File: src/sv/connection_limit_table_defines.svh
// ----------------------------------------------------------------------------
// Connection limit table assertion macros
// Concurrent check macros shared by the connection limit table RTL.
// ----------------------------------------------------------------------------
`ifndef CONNECTION_LIMIT_TABLE_DEFINES_SVH
`define CONNECTION_LIMIT_TABLE_DEFINES_SVH
`ifndef NO_ASSERTIONS
`define CLT_ASSERT_IMP(name, clk, rst_n, ante, cons, msg) \
	name: assert property (@(posedge clk) disable iff (!rst_n) (ante) |-> (cons)) \
		else $error(msg);
`define CLT_ASSERT_NXT(name, clk, rst_n, ante, cons, msg) \
	name: assert property (@(posedge clk) disable iff (!rst_n) (ante) |=> (cons)) \
		else $error(msg);
`else
`define CLT_ASSERT_IMP(name, clk, rst_n, ante, cons, msg)
`define CLT_ASSERT_NXT(name, clk, rst_n, ante, cons, msg)
`endif
`endif

File: src/sv/clt_pkg.sv
// ----------------------------------------------------------------------------
// Connection limit table package
// Shared constants, codes, types and the key byte mask function.
// ----------------------------------------------------------------------------
package clt_pkg;

	localparam int TABLE_ENTRIES_DEF = 64;
	localparam int KEY_BYTES_DEF     = 16;
	localparam int KEY_MAX_BYTES     = 16;

	localparam logic OP_ACQUIRE = 1'b0;
	localparam logic OP_RELEASE = 1'b1;

	localparam logic [1:0] REG_CONN_LIMIT    = 2'd0;
	localparam logic [1:0] REG_DRY_RUN       = 2'd1;
	localparam logic [1:0] REG_REJECT_STATUS = 2'd2;

	localparam logic [15:0] CONN_LIMIT_RST    = 16'd1;
	localparam logic [9:0]  REJECT_STATUS_RST = 10'd503;

	typedef enum logic [2:0] {
		ST_PASSED          = 3'd0,
		ST_REJECTED        = 3'd1,
		ST_REJECTED_DRY    = 3'd2,
		ST_SKIPPED         = 3'd3,
		ST_RELEASED        = 3'd4,
		ST_RELEASE_UNKNOWN = 3'd5
	} status_t;

	typedef enum logic [2:0] {
		S_CLEAR,
		S_IDLE,
		S_SCAN,
		S_UPDATE,
		S_RESP
	} state_t;

	typedef struct packed {
		logic clear;
		logic load;
		logic scan;
		logic update;
		logic out_load;
	} cmd_t;

	typedef struct packed {
		logic skip;
		logic sweep_last;
		logic done;
	} sts_t;

	// keeps key bytes below len
	function automatic logic [8*KEY_MAX_BYTES-1:0] byte_mask(input logic [4:0] len);
		logic [8*KEY_MAX_BYTES-1:0] m;
		m = '0;
		for (int b = 0; b < KEY_MAX_BYTES; b++) begin
			m[8*b +: 8] = {8{5'(b) < len}};
		end
		return m;
	endfunction

endpackage

File: src/sv/clt_ctrl.sv
// ----------------------------------------------------------------------------
// Connection limit table controller
// Sequences the clearing pass, table scan, update and result hand-off.
// ----------------------------------------------------------------------------
module clt_ctrl (
	input  logic          clk,
	input  logic          arst_n,
	input  logic          in_valid,
	output logic          in_ready,
	output logic          out_valid,
	input  logic          out_ready,
	output clt_pkg::cmd_t cmd,
	input  clt_pkg::sts_t sts
);

	clt_pkg::state_t state_q;
	clt_pkg::state_t state_nx;
	logic            out_valid_q;
	logic            out_free;

	assign out_free  = !out_valid_q || out_ready;
	assign out_valid = out_valid_q;

	always_ff @(posedge clk or negedge arst_n) begin
		if (!arst_n) begin
			state_q     <= clt_pkg::S_CLEAR;
			out_valid_q <= 1'b0;
		end else begin
			state_q <= state_nx;
			if (cmd.out_load) begin
				out_valid_q <= 1'b1;
			end else if (out_ready) begin
				out_valid_q <= 1'b0;
			end
		end
	end

	always_comb begin
		state_nx = state_q;
		unique case (state_q)
			clt_pkg::S_CLEAR: begin
				if (sts.sweep_last) begin
					state_nx = clt_pkg::S_IDLE;
				end
			end
			clt_pkg::S_IDLE: begin
				if (in_valid) begin
					state_nx = sts.skip ? clt_pkg::S_RESP : clt_pkg::S_SCAN;
				end
			end
			clt_pkg::S_SCAN: begin
				if (sts.done) begin
					state_nx = clt_pkg::S_UPDATE;
				end
			end
			clt_pkg::S_UPDATE: begin
				state_nx = clt_pkg::S_RESP;
			end
			clt_pkg::S_RESP: begin
				if (out_free) begin
					state_nx = clt_pkg::S_IDLE;
				end
			end
			default: begin
				state_nx = clt_pkg::S_IDLE;
			end
		endcase
	end

	always_comb begin
		cmd      = '0;
		in_ready = 1'b0;
		unique case (state_q)
			clt_pkg::S_CLEAR: begin
				cmd.clear = 1'b1;
			end
			clt_pkg::S_IDLE: begin
				in_ready = 1'b1;
				cmd.load = in_valid;
			end
			clt_pkg::S_SCAN: begin
				cmd.scan = 1'b1;
			end
			clt_pkg::S_UPDATE: begin
				cmd.update = 1'b1;
			end
			clt_pkg::S_RESP: begin
				cmd.out_load = out_free;
			end
			default: begin
				cmd = '0;
			end
		endcase
	end

endmodule

File: config.mk
export PLATFORM = sky130hd
export DESIGN_NAME = clt_ctrl
export DESIGN_NICKNAME = d
export VERILOG_FILES = /design/src/sv/connection_limit_table_defines.svh /design/src/sv/clt_pkg.sv /design/src/sv/clt_ctrl.sv
export SDC_FILE = /design/constraint.sdc
export NUM_CORES = 1
export LEC_CHECK = 0
export BUFFER_PORTS_ARGS = -buffer_cell sky130_fd_sc_hd__buf_2
export CORE_AREA = 8 8 45 47
export DETAILED_ROUTE_END_ITERATION = 7
export DIE_AREA = 0 0 53 55
export HOLD_SLACK_MARGIN = 0.12
export PLACE_DENSITY = 0.38
export SLEW_MARGIN = 20
export SYNTH_ARGS = -nofsm -noshare
export SYNTH_HDL_FRONTEND = slang
export SYNTH_SLANG_ARGS = --single-unit
File: constraint.sdc
create_clock -name clk -period 1.1 [get_ports clk]
set_clock_uncertainty 0.05 [all_clocks]
set_input_delay 0.055 -clock clk [delete_from_list [all_inputs] [get_ports clk]]
set_output_delay 0.055 -clock clk [all_outputs]
set_load 0.05 [all_outputs]
==> out/results.ini <==
[worst_setup_path]
critPathKind = flop to primary output
critPathLaunchType = flop
worstPathArrival_ps = 1300
cp_data_required_time_ps = 1000
crit_fanout = 2
end_kind = primary output

[clock_network]
clkLatencyLatePin_ps = 230
clk_path_buf_depth = 2
cts.sinks = 4
root_buffer = clkbuf_4
clk_pin_slew_ps = 40
h-tree-depth = 1
cts_tree = yes
cts_made_buffers = 3

[detailed_routing]
vias = 313
via_per_inst = 4.17
first_pass_iters = 1
ant_nets = 0
drt_iter0_markers = 0
drc = 0
wire_per_inst_um = 11.7
wl_um = 880

[synthesis]
syn_area_um2 = 230
async_flop_share_pct = 100
synth_edf_count = 0
synth_top_area_share_pct = 43.5
synth-seq-cells = 4
seq_area_frac_synth_pct = 43.5
ys_types = 18
yosys-top-cells-area = dfrtp_1 43%, a21oi_1 6.5%, nor2_1 6.5%
syn_nets = 34
syn_avg_cell_area_um2 = 8.53
synth_flop_cell = dfrtp_1
netlist_instances = 27
yosysWarnings = 0
synth_area_leader_cell = dfrtp_1

[outcome]
violations = setup timing
status = finished with violations

[floorplan]
start_util_pct = 16.6
pin_count = 14
die_y_um = 55
die_area_um2 = 2920
core_area_um2 = 1380
placementRows = 14
die_w_um = 53

[placement]
hpwl_um = 648
dp_slack_ps = -162
numPortBuffers = 13
gp_congestion = 0.691

[finish]
final_cell_mix = 9 x buf_4, 7 x buf_2, 7 x buf_6, 5 x dlygate4sd3_1, 4 x dfrtp_1
utilization_pct = 44.6
area_delta_synth_final_pct = 168
mostFrequentLayoutCell = buf_4
num_antenna_cells = 0
fin_nets = 68
final_layout_size_suffix_gt1_share_pct = 71.2

[hold_path]
min_path_type = input port to flop

[sta]
finalSetupViolCount = 9
finalMaxSlewViolations = 0
fmax_mhz = 711
timing.final.ws_setup_ps = -306
period_minus_slack_ps = 1410
worst_pin_slew_ps = 251
finalHoldViolations = 0
maxSlewHeadroom_pct = 83.4
fin_crit_sh_pct = 128
hold_ws_ps = 157
rsz0062_at_grt = true
fin_tns_setup_ps = -1440

[global_route]
grt_pass1_vias = 340
grt_max_degree = 6
grt_overflow = 0
antenna_found_initial = 0
grt_usage_pct = 6.90
grt_pass1_wl_mm = 1.47

[pwr]
power_mw = 1.96
peakVddDrop_v = 0.00150
cellLeakagePower_nw = 0.291
p_per_area_nw_per_um2 = 3180

[run]
maxCapViolations = 0

[power by group]
group | internal (mW) | switching (mW)
clock network | 0.122 | 0.0535
registers | 0.211 | 0.0435
logic | 0.699 | 0.836
[flip-flops by register name, indices dropped and copies added (netlist names)]
register / flops
out_valid: 1
state_q: 3
[metrics by stage]
stage                     instance area, µm²  std cells
after floorplan                          268         27
after global placement                   402         63
final                                    617         75
after global routing                     617         75
after detailed placement                 402         63
after CTS                                586         73
[critical path: stages, from the launching register on]
cell,delay [ps]
dfrtp_1,390
or3b_4,410
nor2b_4,120
buf_6,160
[final cells by class]
cell class | instances | area (µm²)
clock buffer | 3 | 22.5
timing repair buffer | 30 | 262
inverter | 2 | 8.76
tap | 16 | 20.0
fill | 134 | 767
multi-input combinational | 20 | 204
sequential | 4 | 100
[cells by family after synthesis]
logic type | share of synthesized area [%]
compound gates | 15.2
buf+inv | 5.43
flops | 43.5
simple gates | 35.9
[repair_timing]
item | in CTS | in global routing
gates resized for setup | 25 | 4
endpoints found under the setup margin | 9 | 10
hold endpoints to repair | 7 | 0
pin swaps | 6 | 1
hold buffers | 5 | 0
buffers inserted | 2 | 2
[path summary, 6_finish.rpt]
kind | startpoint | to | slack (ps) | cells after the start
max | state_q[0] | cmd[0] | -310 | 3
min | sts[1] | state_q[0] | 160 | 4
max reg2reg | state_q[0] | state_q[0] | -180 | 4
min reg2reg | state_q[2] | state_q[1] | 570 | 2
max in group asynchronous | arst_n | state_q[1] | 150 | 3
min in group asynchronous | arst_n | out_valid | 680 | 3
[routing by layer]
metal | part of all wire, % | track usage, %
met5 | 0 | 0
met3 | 8.3 | 2.41
met1 | 36 | 7.18
met4 | 0 | 3.88
met2 | 55 | 11.9
[Yosys cell counts, types with 2 or more instances]
master    instances
nor2_1            4
nand2b_1          2
dfrtp_1           4
a21oi_1           3
(Power assumes the default switching activity.)
